===== config.mk =====
export PLATFORM = sky130hd
export DESIGN_NAME = utf8_word_counter
export DESIGN_NICKNAME = d
export VERILOG_FILES = /design/src/utf8wc_pkg.sv /design/src/utf8wc_classify.sv /design/src/utf8wc_core.sv /design/src/utf8_word_counter.sv
export SDC_FILE = /design/constraint.sdc
export NUM_CORES = 1
export LEC_CHECK = 0
export BUFFER_PORTS_ARGS = -buffer_cell sky130_fd_sc_hd__buf_2
export CAP_MARGIN = 20
export CORE_MARGIN = 2
export CORE_UTILIZATION = 35
export DETAILED_ROUTE_END_ITERATION = 10
export GPL_TIMING_DRIVEN = 0
export HOLD_SLACK_MARGIN = 0.05
export SYNTH_ARGS = -nofsm -noshare
export SYNTH_HDL_FRONTEND = slang
export SYNTH_SLANG_ARGS = --single-unit

===== constraint.sdc =====
create_clock -name i_clk -period 2.9 [get_ports i_clk]
set_input_delay 0.29 -clock i_clk [delete_from_list [all_inputs] [get_ports i_clk]]
set_output_delay 0.29 -clock i_clk [all_outputs]
set_load 0.005 [all_outputs]

===== src/utf8wc_pkg.sv =====
// Package for the UTF-8 word counter: word types, byte codes and widths.
// Used by utf8wc_classify, utf8wc_core and utf8_word_counter; depends on nothing.
package utf8wc_pkg;

    // Width of the reported word total and default width of the internal counter.
    localparam int unsigned TotalBits     = 32;
    localparam int unsigned CountBitsDef  = 32;

    // Lead byte masks and patterns.
    localparam logic [7:0] MaskLead2 = 8'hE0;
    localparam logic [7:0] PatLead2  = 8'hC0;
    localparam logic [7:0] MaskLead3 = 8'hF0;
    localparam logic [7:0] PatLead3  = 8'hE0;
    localparam logic [7:0] MaskLead4 = 8'hF8;
    localparam logic [7:0] PatLead4  = 8'hF0;
    localparam logic [7:0] MaskCont  = 8'hC0;
    localparam logic [7:0] PatCont   = 8'h80;

    // Character length minus one.
    localparam logic [1:0] Len1Byte = 2'd0;
    localparam logic [1:0] Len2Byte = 2'd1;
    localparam logic [1:0] Len3Byte = 2'd2;
    localparam logic [1:0] Len4Byte = 2'd3;

    // Multibyte delimiter bytes.
    localparam logic [7:0] LeadC2      = 8'hC2;
    localparam logic [7:0] GuilOpen    = 8'hAB;
    localparam logic [7:0] GuilClose   = 8'hBB;
    localparam logic [7:0] LeadE2      = 8'hE2;
    localparam logic [7:0] Punct80     = 8'h80;
    localparam logic [7:0] QuoteOpen   = 8'h9C;
    localparam logic [7:0] QuoteClose  = 8'h9D;
    localparam logic [7:0] EnDash      = 8'h93;
    localparam logic [7:0] Ellipsis    = 8'hA6;

    // One input word: a text byte and the end-of-text mark.
    typedef struct packed {
        logic [7:0] data_byte;
        logic       end_of_text;
    } t_in_word;

    // One result word.
    typedef struct packed {
        logic [TotalBits-1:0] word_total;
        logic                 inside_word;
        logic                 corrupt;
    } t_out_word;

endpackage


===== src/utf8wc_classify.sv =====
// Delimiter classifier for one complete UTF-8 character.
// Depends on utf8wc_pkg for the character codes.
module utf8wc_classify
    import utf8wc_pkg::*;
(
    input  logic [1:0] i_len1,
    input  logic [7:0] i_first,
    input  logic [7:0] i_second,
    input  logic [7:0] i_last,
    output logic       o_delim
);

    logic ascii_delim;

    // ASCII whitespace and punctuation that separate words.
    always_comb begin
        case (i_last)
            8'h20, 8'h09, 8'h0A, 8'h0D, 8'h2D, 8'h22, 8'h5B, 8'h5D,
            8'h28, 8'h29, 8'h2E, 8'h2C, 8'h3A, 8'h3B, 8'h3F, 8'h21: begin
                ascii_delim = 1'b1;
            end
            default: begin
                ascii_delim = 1'b0;
            end
        endcase
    end

    // Select the rule that matches the character length.
    always_comb begin
        unique case (i_len1)
            Len1Byte: begin
                o_delim = ascii_delim;
            end
            Len2Byte: begin
                o_delim = (i_first == LeadC2) &&
                          ((i_last == GuilOpen) || (i_last == GuilClose));
            end
            Len3Byte: begin
                o_delim = (i_first == LeadE2) && (i_second == Punct80) &&
                          ((i_last == QuoteOpen) || (i_last == QuoteClose) ||
                           (i_last == EnDash) || (i_last == Ellipsis));
            end
            default: begin
                o_delim = 1'b0;
            end
        endcase
    end

endmodule


===== src/utf8wc_core.sv =====
// Character assembly, word tracking and saturating word counter.
// Depends on utf8wc_pkg and utf8wc_classify.
module utf8wc_core
    import utf8wc_pkg::*;
#(
    parameter int unsigned COUNT_BITS = CountBitsDef
) (
    input  logic      i_clk,
    input  logic      i_rst_n,
    input  logic      i_en,
    input  t_in_word  i_word,
    output t_out_word o_result
);

    logic                  r_word_flag, n_word_flag;
    logic [1:0]            r_bytes_rem, n_bytes_rem;
    logic [1:0]            r_seq_len, n_seq_len;
    logic [7:0]            r_first, n_first;
    logic [7:0]            r_second, n_second;
    logic [COUNT_BITS-1:0] r_count, n_count;
    logic                  r_error, n_error;

    logic       cls_go;
    logic [1:0] cls_len1;
    logic [7:0] cls_first;
    logic       cls_delim;
    logic       flag_mid;
    logic       eot_ok;
    logic       inc;
    logic [7:0] b;

    assign b = i_word.data_byte;

    utf8wc_classify u_classify (
        .i_len1   (cls_len1),
        .i_first  (cls_first),
        .i_second (r_second),
        .i_last   (b),
        .o_delim  (cls_delim)
    );

    // Next state for one byte.
    always_comb begin
        n_bytes_rem = r_bytes_rem;
        n_seq_len   = r_seq_len;
        n_first     = r_first;
        n_second    = r_second;
        n_error     = r_error;
        cls_go      = 1'b0;
        cls_len1    = Len1Byte;
        cls_first   = b;
        flag_mid    = r_word_flag;
        if (!r_error) begin
            if (r_bytes_rem == 2'd0) begin
                if (!b[7]) begin
                    cls_go = 1'b1;
                end else if ((b & MaskLead2) == PatLead2) begin
                    n_first     = b;
                    n_seq_len   = Len2Byte;
                    n_bytes_rem = Len2Byte;
                end else if ((b & MaskLead3) == PatLead3) begin
                    n_first     = b;
                    n_seq_len   = Len3Byte;
                    n_bytes_rem = Len3Byte;
                end else if ((b & MaskLead4) == PatLead4) begin
                    n_first     = b;
                    n_seq_len   = Len4Byte;
                    n_bytes_rem = Len4Byte;
                end else begin
                    // A stray byte is a one-byte word character.
                    flag_mid = 1'b1;
                end
            end else if ((b & MaskCont) != PatCont) begin
                n_error = 1'b1;
            end else begin
                if (r_bytes_rem == r_seq_len) begin
                    n_second = b;
                end
                n_bytes_rem = r_bytes_rem - 2'd1;
                if (r_bytes_rem == 2'd1) begin
                    cls_go    = 1'b1;
                    cls_len1  = r_seq_len;
                    cls_first = r_first;
                end
            end
        end
        if (cls_go) begin
            flag_mid = !cls_delim;
        end
        // End of text drops a partial character and closes an open word.
        eot_ok = i_word.end_of_text && !n_error;
        if (eot_ok) begin
            n_bytes_rem = 2'd0;
        end
        inc         = (cls_go && cls_delim && r_word_flag) || (eot_ok && flag_mid);
        n_word_flag = eot_ok ? 1'b0 : flag_mid;
        n_count     = (inc && (r_count != '1)) ? r_count + COUNT_BITS'(1) : r_count;
    end

    // Result for this byte, total clamped to the reported width.
    generate
        if (COUNT_BITS > TotalBits) begin : g_clamp
            assign o_result.word_total = (|n_count[COUNT_BITS-1:TotalBits]) ?
                                         '1 : n_count[TotalBits-1:0];
        end else begin : g_extend
            assign o_result.word_total = TotalBits'(n_count);
        end
    endgenerate
    assign o_result.inside_word = flag_mid;
    assign o_result.corrupt     = n_error;

    // State registers, updated once per processed byte.
    always_ff @(posedge i_clk) begin
        if (!i_rst_n) begin
            r_word_flag <= 1'b0;
            r_bytes_rem <= 2'd0;
            r_seq_len   <= 2'd0;
            r_first     <= 8'd0;
            r_second    <= 8'd0;
            r_count     <= '0;
            r_error     <= 1'b0;
        end else if (i_en) begin
            r_word_flag <= n_word_flag;
            r_bytes_rem <= n_bytes_rem;
            r_seq_len   <= n_seq_len;
            r_first     <= n_first;
            r_second    <= n_second;
            r_count     <= n_count;
            r_error     <= n_error;
        end
    end

    // The corrupt flag is sticky.
    a_error_sticky: assert property (@(posedge i_clk) disable iff (!i_rst_n)
        r_error |=> r_error)
        else $error("corrupt flag cleared");

    // Counting is frozen once the text is corrupt.
    a_error_freeze: assert property (@(posedge i_clk) disable iff (!i_rst_n)
        r_error |=> $stable(r_count))
        else $error("counter moved after corruption");

    // The counter never goes backward.
    a_count_mono: assert property (@(posedge i_clk) disable iff (!i_rst_n)
        1'b1 |=> (r_count >= $past(r_count)))
        else $error("counter decreased");

    // Pending continuation bytes never exceed the character length.
    a_rem_bound: assert property (@(posedge i_clk) disable iff (!i_rst_n)
        r_bytes_rem <= r_seq_len)
        else $error("continuation count out of range");

endmodule


===== src/utf8_word_counter.sv =====
// Top level of the UTF-8 word counter: input register, core and result register.
// Depends on utf8wc_pkg and utf8wc_core.
//
// Usage:
//   The input channel (i_in_valid, o_in_ready, i_in_word) takes one word per
//   cycle while o_in_ready is high: a text byte and an end-of-text mark on
//   its final byte. The output channel (o_out_valid, i_out_ready, o_out_word)
//   returns one result word per input word: the saturating word total,
//   whether the current character is in a word, and the sticky corrupt flag.
//   Each accepted byte passes the input register and then the result register
//   before its result shows on o_out_valid. Throughput is one byte per cycle
//   while the receiver takes results; the character decode, delimiter compare
//   and counter increment sit between the input and result registers.
//   A synchronous active-low reset empties both registers and clears the
//   counter, the word state and the corrupt flag; the total is kept across
//   texts until the next reset.
//   When the receiver stalls, the result register holds its word and the
//   input register still accepts one more word, after which o_in_ready drops
//   until the result is taken.
module utf8_word_counter
    import utf8wc_pkg::*;
#(
    parameter int unsigned COUNT_BITS = CountBitsDef
) (
    input  logic      i_clk,
    input  logic      i_rst_n,
    input  logic      i_in_valid,
    output logic      o_in_ready,
    input  t_in_word  i_in_word,
    output logic      o_out_valid,
    input  logic      i_out_ready,
    output t_out_word o_out_word
);

    logic      r_in_valid;
    t_in_word  r_in_word;
    logic      r_out_valid;
    t_out_word r_out_word;
    t_out_word core_result;
    logic      advance;

    // A byte moves to the result register when that register is free or drains.
    assign advance    = r_in_valid && (!r_out_valid || i_out_ready);
    assign o_in_ready = !r_in_valid || advance;

    utf8wc_core #(
        .COUNT_BITS (COUNT_BITS)
    ) u_core (
        .i_clk    (i_clk),
        .i_rst_n  (i_rst_n),
        .i_en     (advance),
        .i_word   (r_in_word),
        .o_result (core_result)
    );

    // Input register.
    always_ff @(posedge i_clk) begin
        if (!i_rst_n) begin
            r_in_valid <= 1'b0;
        end else if (o_in_ready) begin
            r_in_valid <= i_in_valid;
        end
    end

    always_ff @(posedge i_clk) begin
        if (o_in_ready) begin
            r_in_word <= i_in_word;
        end
    end

    // Result register.
    always_ff @(posedge i_clk) begin
        if (!i_rst_n) begin
            r_out_valid <= 1'b0;
        end else if (advance) begin
            r_out_valid <= 1'b1;
        end else if (i_out_ready) begin
            r_out_valid <= 1'b0;
        end
    end

    always_ff @(posedge i_clk) begin
        if (advance) begin
            r_out_word <= core_result;
        end
    end

    assign o_out_valid = r_out_valid;
    assign o_out_word  = r_out_word;

    // With no result waiting, the input side is always open.
    a_ready_when_empty: assert property (@(posedge i_clk) disable iff (!i_rst_n)
        !r_out_valid |-> o_in_ready)
        else $error("input blocked with empty result register");

    // A byte held in the input register always yields a result next cycle
    // unless the result register is stalled.
    a_advance_fills: assert property (@(posedge i_clk) disable iff (!i_rst_n)
        advance |=> r_out_valid)
        else $error("processed byte produced no result");

endmodule


==> results.md, run 1 <==
Timing:
- In this run the tightest slew margin relative to its limit is 28.8%.
- At the pin with the least slew margin, the transition time is 1.06 ns.
- The routed design could run at a clock period as short as 2.78 ns.
- Setup repair after global routing could not meet its margin everywhere.
- Setup violations remaining at the end of the flow were counted as 0.
- The count of final max-slew check failures is 0.
- The setup slack after layout is 0.117 ns.
- The number of hold-slack violations in the final timing report is 0.
- The highest attainable clock frequency is 359 MHz.
- The worst clock skew is 0.0132 ns.
- The worst path uses 96.0% of the clock period.

Setup path:
- The critical path class is flip-flop to flip-flop.
- At the worst endpoint, the required time is 3.11 ns.
- The critical path launch point type is a flip-flop.
- Data on the critical path arrives at its endpoint at 2.99 ns.
- The worst setup path is captured at a flip-flop.
- Of all nets on the critical path, the largest fanout is 10.

Clocking:
- The H-tree was split into 3 levels.
- The tree is rooted in a sky130_fd_sc_hd__clkbuf_16.
- The clock latency of the later-clocked register in the worst-skew pair is 0.36 ns.
- Clock-pin slew was measured on the worst setup and hold paths at 0.07 ns.
- The number of buffers between clock root and the deepest sink is 2.
- The count of hold-fix buffers inserted at cts is 0.
- The TritonCTS clock tree is built.
- The clock drives 99 sinks.
- The number of buffers created by CTS is 9.

Die:
- The die is 122 um wide.
- The core outline area is 0.0137 sq mm.
- The die covers 0.0148 sq mm.
- Once the floorplan was initialized, standard cells occupied 35.4% of the core.
- 49 I/O pins were placed.
- In this run the core area contains 43 standard-cell rows.
- The height of the die is 122 um.

Global routing:
- The overall track demand over capacity in global routing is 16.2%.
- The initial antenna violation count is 0.
- The layer flagged by global routing as most heavily used is met2.
- The wire length of the first global-routing pass is 18900 um.
- The largest net degree at the start of global routing is 25.
- The met1 track utilization from global routing is 19.1%.
- The routing usage on met3 is 4.03%.
- The via count of the first global-routing pass is 3883.
- The met2 layer usage reported by global route is 27.6%.
- Global routing finished with a remaining overflow of 0.

Detailed routing:
- The post-detailed-routing wire length is 11700 um.
- The via count is 3980.
- After the first detailed-routing iteration, the DRC count stood at 319.
- Dividing the detail-routed via count by the number of cells gives 5.39.
- The DRC violation count after routing is 0.
- In the final routed layout, each cell accounts on average for 15.9 um.
- The detail route stage leaves a number of antenna-violating nets equal to 0.
- The first detailed-routing pass took 5 iterations.

Layout:
- The synthesis-to-finish area growth is 20.4%.
- Summing all non-filler instances in the final layout gives an area of 0.00584 sq mm.
- Measured on the finished design, the core utilization comes to 42.6%.
- The count of inserted antenna diode cells is 0.
- The share of post-route cells with drive strength above 1 is 22.6%.
- The number of nets in the layout is 567.

Logic synthesis:
- Counting flops with an async set or reset pin after synthesis yields a share of 0%.
- The count of flip-flops with a built-in enable after synthesis is 43.
- Dividing the synthesized area by the synthesized cell count gives 9.84 sq um.
- In the post-synthesis netlist, the biggest area contributors are sky130_fd_sc_hd__edfxtp_1, sky130_fd_sc_hd__dfxtp_1, sky130_fd_sc_hd__xor2_1.
- The post-synthesis instance area is 0.00485 sq mm.
- In the synthesized netlist, the number of instances is 493.
- Of all cell types, the one taking the most synthesized area is sky130_fd_sc_hd__edfxtp_1.
- The Yosys step of the flow raised 0 warnings.
- The most used flip-flop cell after synthesis is sky130_fd_sc_hd__dfxtp_1.
- The total of flip-flops plus latches after synthesis is 99.
- In this run, distinct cell masters in the synthesized netlist total 61.
- The share of the synthesized area in the top cell type is 26.6%.
- Of the synthesized area, sequential elements account for 49.7%.
- When the netlist entered floorplanning its net count stood at 507.

Power and ir drop:
- Summed over all cells, the static leakage comes to 2.13 nW.
- The design draws 2.91 mW.
- For this design the ratio of total power to cell area is 498 mW/mm^2.
- The worst-case IR drop observed on VDD is 0.392 mV.

Outcome:
- The run finished with clean final reports.

Placement:
- The total of buffers placed on input and output ports is 47.
- The final RePlAce weighted congestion is 0.838.
- The worst setup slack before clock tree synthesis is -0.508 ns.
- The cell area reported after detailed placement is 0.00534 sq mm.
- The half-perimeter wire length of the detailed placement result is 8000 um.

Job:
- Max-cap violations in this run came to 0.

Min path:
- The type of the most critical hold path is input port to flip-flop.
-- worst paths after layout --
kind                                    startpoint  slack (ns)            endpoint  cells past startpoint
worst min-delay path                  i_in_word[5]        0.11        r_in_word[5]                      1
worst max register to register        r_in_word[7]        0.12  u_core.r_count[19]                     10
worst min register to register  u_core.r_second[6]        0.45  u_core.r_second[6]                      2
worst max-delay path                  r_in_word[7]        0.12  u_core.r_count[19]                     10
-- cell usage in the layout (no fill, tap or decap), types with 2 or more instances in the layout --
master,netlist,layout
sky130_fd_sc_hd__dfxtp_1,56,56
sky130_fd_sc_hd__buf_2,12,51
sky130_fd_sc_hd__edfxtp_1,43,43
sky130_fd_sc_hd__nand2_1,39,39
sky130_fd_sc_hd__nor2_1,34,33
sky130_fd_sc_hd__xor2_1,30,30
sky130_fd_sc_hd__a21oi_1,28,28
sky130_fd_sc_hd__mux2i_1,25,24
sky130_fd_sc_hd__nor3_1,35,19
sky130_fd_sc_hd__or4_1,18,18
sky130_fd_sc_hd__clkbuf_1,18,16
sky130_fd_sc_hd__nor3_2,1,16
sky130_fd_sc_hd__nand2b_1,15,14
sky130_fd_sc_hd__nand3_1,17,14
sky130_fd_sc_hd__o31ai_1,14,14
sky130_fd_sc_hd__nand4_1,13,13
sky130_fd_sc_hd__buf_4,2,11
sky130_fd_sc_hd__inv_1,11,11
sky130_fd_sc_hd__and3_1,10,10
sky130_fd_sc_hd__clkbuf_16,0,9
sky130_fd_sc_hd__nor4_1,8,7
sky130_fd_sc_hd__or2_2,5,5
sky130_fd_sc_hd__o21ai_1,4,4
sky130_fd_sc_hd__o21ai_0,5,4
sky130_fd_sc_hd__nor2b_1,3,3
sky130_fd_sc_hd__clkbuf_4,1,3
sky130_fd_sc_hd__buf_6,1,3
sky130_fd_sc_hd__nand3_2,0,3
sky130_fd_sc_hd__xnor2_1,3,3
sky130_fd_sc_hd__nor3b_1,3,3
sky130_fd_sc_hd__or2_1,2,2
sky130_fd_sc_hd__nor4_2,1,2
sky130_fd_sc_hd__and4_1,2,2
sky130_fd_sc_hd__clkbuf_2,0,2
sky130_fd_sc_hd__o41ai_1,3,2
sky130_fd_sc_hd__clkbuf_8,0,2
-- cell type report --
cell class | count | area, sq um
Sequential cell | 99 | 2410
Clock buffer | 15 | 268
Fill cell | 1322 | 7880
Multi-Input combinational cell | 348 | 2400
Inverter | 12 | 47.5
Buffer | 32 | 191
Clock inverter | 1 | 7.51
Tap cell | 180 | 225
Timing Repair Buffer | 51 | 285
-- registers in the layout, summed over array words and instances (netlist names) --
signal and cells:
o_out_word 34, u_core.r_count 32, r_in_word 9, u_core.r_first 8
u_core.r_second 8, u_core.r_bytes_rem 2, u_core.r_seq_len 2, o_out_valid 1
r_in_valid 1, u_core.r_error 1, u_core.r_word_flag 1
-- Yosys cell counts (4+ instances only) --
cell type and n:
sky130_fd_sc_hd__clkbuf_1 18, sky130_fd_sc_hd__o31ai_1 14, sky130_fd_sc_hd__o21ai_0 5, sky130_fd_sc_hd__mux2i_1 25, sky130_fd_sc_hd__nand2_1 39, sky130_fd_sc_hd__nand3_1 17
sky130_fd_sc_hd__and3_1 10, sky130_fd_sc_hd__a21oi_1 28, sky130_fd_sc_hd__nand2b_1 15, sky130_fd_sc_hd__o21ai_1 4, sky130_fd_sc_hd__xor2_1 30, sky130_fd_sc_hd__nor3_1 35
sky130_fd_sc_hd__inv_1 11, sky130_fd_sc_hd__buf_2 12, sky130_fd_sc_hd__or2_2 5, sky130_fd_sc_hd__nor4_1 8, sky130_fd_sc_hd__edfxtp_1 43, sky130_fd_sc_hd__nand4_1 13
sky130_fd_sc_hd__or4_1 18, sky130_fd_sc_hd__nor2_1 34, sky130_fd_sc_hd__dfxtp_1 56
-- worst max-delay path: stages, from the launching register on --
cell and delay (ns):
sky130_fd_sc_hd__edfxtp_1 0.48, sky130_fd_sc_hd__nand2b_2 0.30, sky130_fd_sc_hd__nor3_2 0.22, sky130_fd_sc_hd__a211oi_2 0.05, sky130_fd_sc_hd__o21ai_1 0.16, sky130_fd_sc_hd__nand3_2 0.17, sky130_fd_sc_hd__mux2_4 0.38, sky130_fd_sc_hd__buf_4 0.19
sky130_fd_sc_hd__clkbuf_2 0.23, sky130_fd_sc_hd__o31ai_1 0.34, sky130_fd_sc_hd__a21oi_1 0.11
-- power by group --
part / internal, mW / switching, mW / total [mW] / leakage (nW)
clock: 0.630 / 0.490 / 1.12 / 0.130
combinational: 0.100 / 0.176 / 0.277 / 1.15
sequential: 1.49 / 0.0204 / 1.51 / 0.851
total: 2.22 / 0.687 / 2.91 / 2.13
-- logic make-up after synthesis --
kind of cell	synth area share, %
simple gates	24.8
flops	49.7
compound gates	9.31
buf+inv	4.26
xor+xnor	5.96
mux	5.70
fa+ha+maj	0.258
-- routing by layer --
metal  up-vias  part of all wire [%]
met2       114                    51
met5         -                     0
li1       1929                     -
met1      1914                    42
met4         0                   2.3
met3        23                   4.9
-- metrics by stage --
stage / TNS (ns) / hold slack, ns / std cells
2_1_floorplan: 0 / 0.389 / 493
3_5_place_dp: -18.72 / 0.439 / 721
5_1_grt: -0.0136 / 0.0961 / 738
6_report: 0 / 0.111 / 738
4_1_cts: 0 / 0.0997 / 738
3_3_place_gp: -59.22 / 0.422 / 720
-- repair_timing --
| action | CTS | global route |
|---|---|---|
| setup buffers | 2 | 1 |
| endpoints found under the hold margin | 0 | 0 |
| pin swaps | 2 | 8 |
| gates resized for setup | 13 | 48 |
| endpoints found under the setup margin | 69 | 69 |
Note: power is estimated with default switching activity, not from simulation.
==> inputs of run 2 (changes only) <==
--- a/config.mk
+++ b/config.mk
@@ -8,10 +8,12 @@
 export BUFFER_PORTS_ARGS = -buffer_cell sky130_fd_sc_hd__buf_2
 export CAP_MARGIN = 20
 export CORE_MARGIN = 2
-export CORE_UTILIZATION = 35
+export CORE_UTILIZATION = 53
 export DETAILED_ROUTE_END_ITERATION = 10
 export GPL_TIMING_DRIVEN = 0
 export HOLD_SLACK_MARGIN = 0.05
+export PLACE_DENSITY = 0.76
+export SETUP_SLACK_MARGIN = 0.3
 export SYNTH_ARGS = -nofsm -noshare
 export SYNTH_HDL_FRONTEND = slang
 export SYNTH_SLANG_ARGS = --single-unit
==> run 2 against run 1 <==
  * Sequential share of layout area decreased by 1.8 points
  * Register-to-register slack improved by 0.09 ns
  * First-iteration DRC count decreased by 0.94%
  * Global-route usage rose by 7.8 points
  * Die area down 33%
  * Critical path type unchanged
  * Largest power group unchanged
==> results.md, run 2 (same netlist as run 1, synthesis figures left out) <==
Setup path:
- The worst path arrival time is 2.89 ns.
- Of all nets on the critical path, the largest fanout is 10.
- The largest single stage delay on the critical path is 0.39 ns.
- The worst setup path is captured at a flip-flop.
- Walking the worst path, the cells encountered are buf_6 -> nor4bb_1 -> o21ai_1 -> a211oi_1 -> o21ai_1 -> nand3_2 -> mux2_4 -> buf_6 -> buf_8 -> nor3_4 -> xor2_1.
- The register-to-register setup slack is 0.21 ns.
- The data required time of the critical path is 3.10 ns.
- The critical path launch point type is a flip-flop.
- Among all stages on the critical path, the largest delay is contributed by sky130_fd_sc_hd__edfxtp_1.
- The setup path with the least slack is of type flip-flop to flip-flop.

Layout:
- The flip-flop count of the largest register after layout is 34.
- Cells with a size suffix above 1 make up 32.7% of the layout.
- The synthesis-to-finish area growth is 26.1%.
- The leading cell type in the layout, fill and taps excluded is sky130_fd_sc_hd__dfxtp_1.
- The final cell count without fillers is 680.
- The count of inserted antenna diode cells is 0.
- The number of nets in the layout is 581.
- In the layout the commonest cells are sky130_fd_sc_hd__dfxtp_1, sky130_fd_sc_hd__buf_2, sky130_fd_sc_hd__edfxtp_1.

Die:
- The horizontal extent of the die is 99.7 um.
- After floorplanning, the core was divided into 34 placement rows.
- In this run the count of I/O pins placed on the die edge is 49.
- In this run the standard cell core region covers 0.00881 sq mm.
- In this run the vertical extent of the chip is 99.7 um.
- The total die area is 0.00993 sq mm.
- The starting density of the core is 55.1%.

Min path:
- The type of the most critical hold path is input port to flip-flop.

Timing:
- In this run the tightest slew margin relative to its limit is 30.6%.
- The fraction of the cycle the final worst path needs is 92.8%.
- The clock arrives with 0.0172 ns of skew.
- The number of hold-slack violations in the final timing report came to 0.
- The final setup violation count is 0.
- Subtracting the final worst setup slack from the clock period gives 2.69 ns.
- Setup repair after global routing could not meet its margin everywhere.
- The highest attainable clock frequency is 371 MHz.
- The count of final max-slew check failures is 0.
- The worst hold slack across all endpoints is 0.0803 ns.
- At the pin with the least slew margin, the transition time is 1.03 ns.

Detailed routing:
- The first routing iteration left 316 violations.
- The DRC violation count after routing is 0.
- Summing over every cut layer, the via total after detailed routing is 4192.
- The post-detailed-routing wire length is 12400 um.
- The routed length per placed instance is 18.3 um.
- The first detailed-routing pass took 4 iterations.
- Using the TritonRoute via totals, the vias-per-cell ratio works out to 6.16.
- The remaining antenna violation count after routing is 0.

Clocking:
- TritonCTS built the clock tree.
- The number of clock buffers added by TritonCTS is 9.
- At the later pin of the worst-skew pair, clock insertion delay measures 0.39 ns.
- The H-tree was split into 3 levels.
- The longest clock path from root to sink contains 2 buffers.
- The clock net in this run drives a total of 99 sinks.
- Clock tree synthesis selected as its root buffer the cell sky130_fd_sc_hd__clkbuf_8.
- The clock slew at the register clock pins of the worst setup and hold paths is 0.09 ns.

Placement:
- The wire-length estimate of the detail-placed layout is 7340 um.
- The final RePlAce weighted congestion is 0.856.
- The count of buffers added on input and output ports is 47.
- Counting tap cells, the placed design contains a total of 648 instances.

Global routing:
- For this run the aggregate overflow at the end of global routing stands at 0.
- Entering global routing, the biggest net connects 42 pins.
- The wire length of the first global-routing pass is 18800 um.
- The initial antenna violation count came to 0.
- The overall track demand over capacity in global routing is 24.0%.
- The via count of the first global-routing pass is 3904.

Power and ir drop:
- In this run the static leakage power is 2.26 nW.
- The total power draw is 2.75 mW.
- VDD sags by at most 0.284 mV.
- Power spread over the standard cell area amounts to 450 mW/mm^2.

Job:
- The number of violations of the max-capacitance limit is 0.

Outcome:
- The run finished with clean final reports.
## run 2: worst paths after layout
check	end	startpoint	cells past startpoint
hold / removal	r_in_word[0]	i_in_word[0]	1
setup reg to reg	o_out_word[33]	r_in_word[5]	11
setup / recovery	o_out_word[33]	r_in_word[5]	11
hold reg to reg	u_core.r_second[6]	u_core.r_second[6]	2
## run 2: cell type report
class	count	area [sq um]
Multi-Input combinational cell	348	2690
Fill cell	631	2690
Sequential cell	99	2420
Timing Repair Buffer	63	368
Buffer	34	250
Tap cell	108	135
Clock buffer	10	128
Clock inverter	6	65.1
Inverter	12	57.6
## run 2: what timing repair did
action | 4_1_cts | 5_1_grt
setup endpoints to repair | 74 | 63
hold endpoints to repair | 0 | 0
pin swaps | 9 | 18
buffers inserted | 9 | 7
resized for setup | 63 | 74
hold buffers | 0 | 0
## run 2: per-layer routing
metal / vias to the layer above / global-route usage, % / part of all wire (%)
met3: 39 / 4.92 / 6.4
met1: 2019 / 29.7 / 41
li1: 1945 / - / -
met5: - / 0 / 0
met4: 0 / 10.2 / 2.6
met2: 189 / 40.7 / 50
## run 2: metrics by stage
step                      util, %  setup WS, ns  area, sq um  TNS (ns)
after CTS                    65.1         0.263         5740         0
after global routing         69.5        0.0758         6120         0
after global placement       59.3        -0.403         5220    -10.83
after floorplan                 -         0.397         4850         0
after detailed placement     59.3        -0.445         5220    -13.10
final                        69.5         0.208         6120         0
## run 2: where the power goes
group	internal [mW]	switching, mW	total (mW)
combinational	0.129	0.217	0.346
clock	0.403	0.495	0.898
sequential	1.49	0.0178	1.51
total	2.02	0.730	2.75
## run 2: worst max-delay path: cells and delay by family (launching register included)
family	cells	cell delay [ns]
simple gates	3	0.57
xor+xnor	1	0.24
buf+inv	3	0.49
flops	1	0.39
compound gates	3	0.47
mux	1	0.35
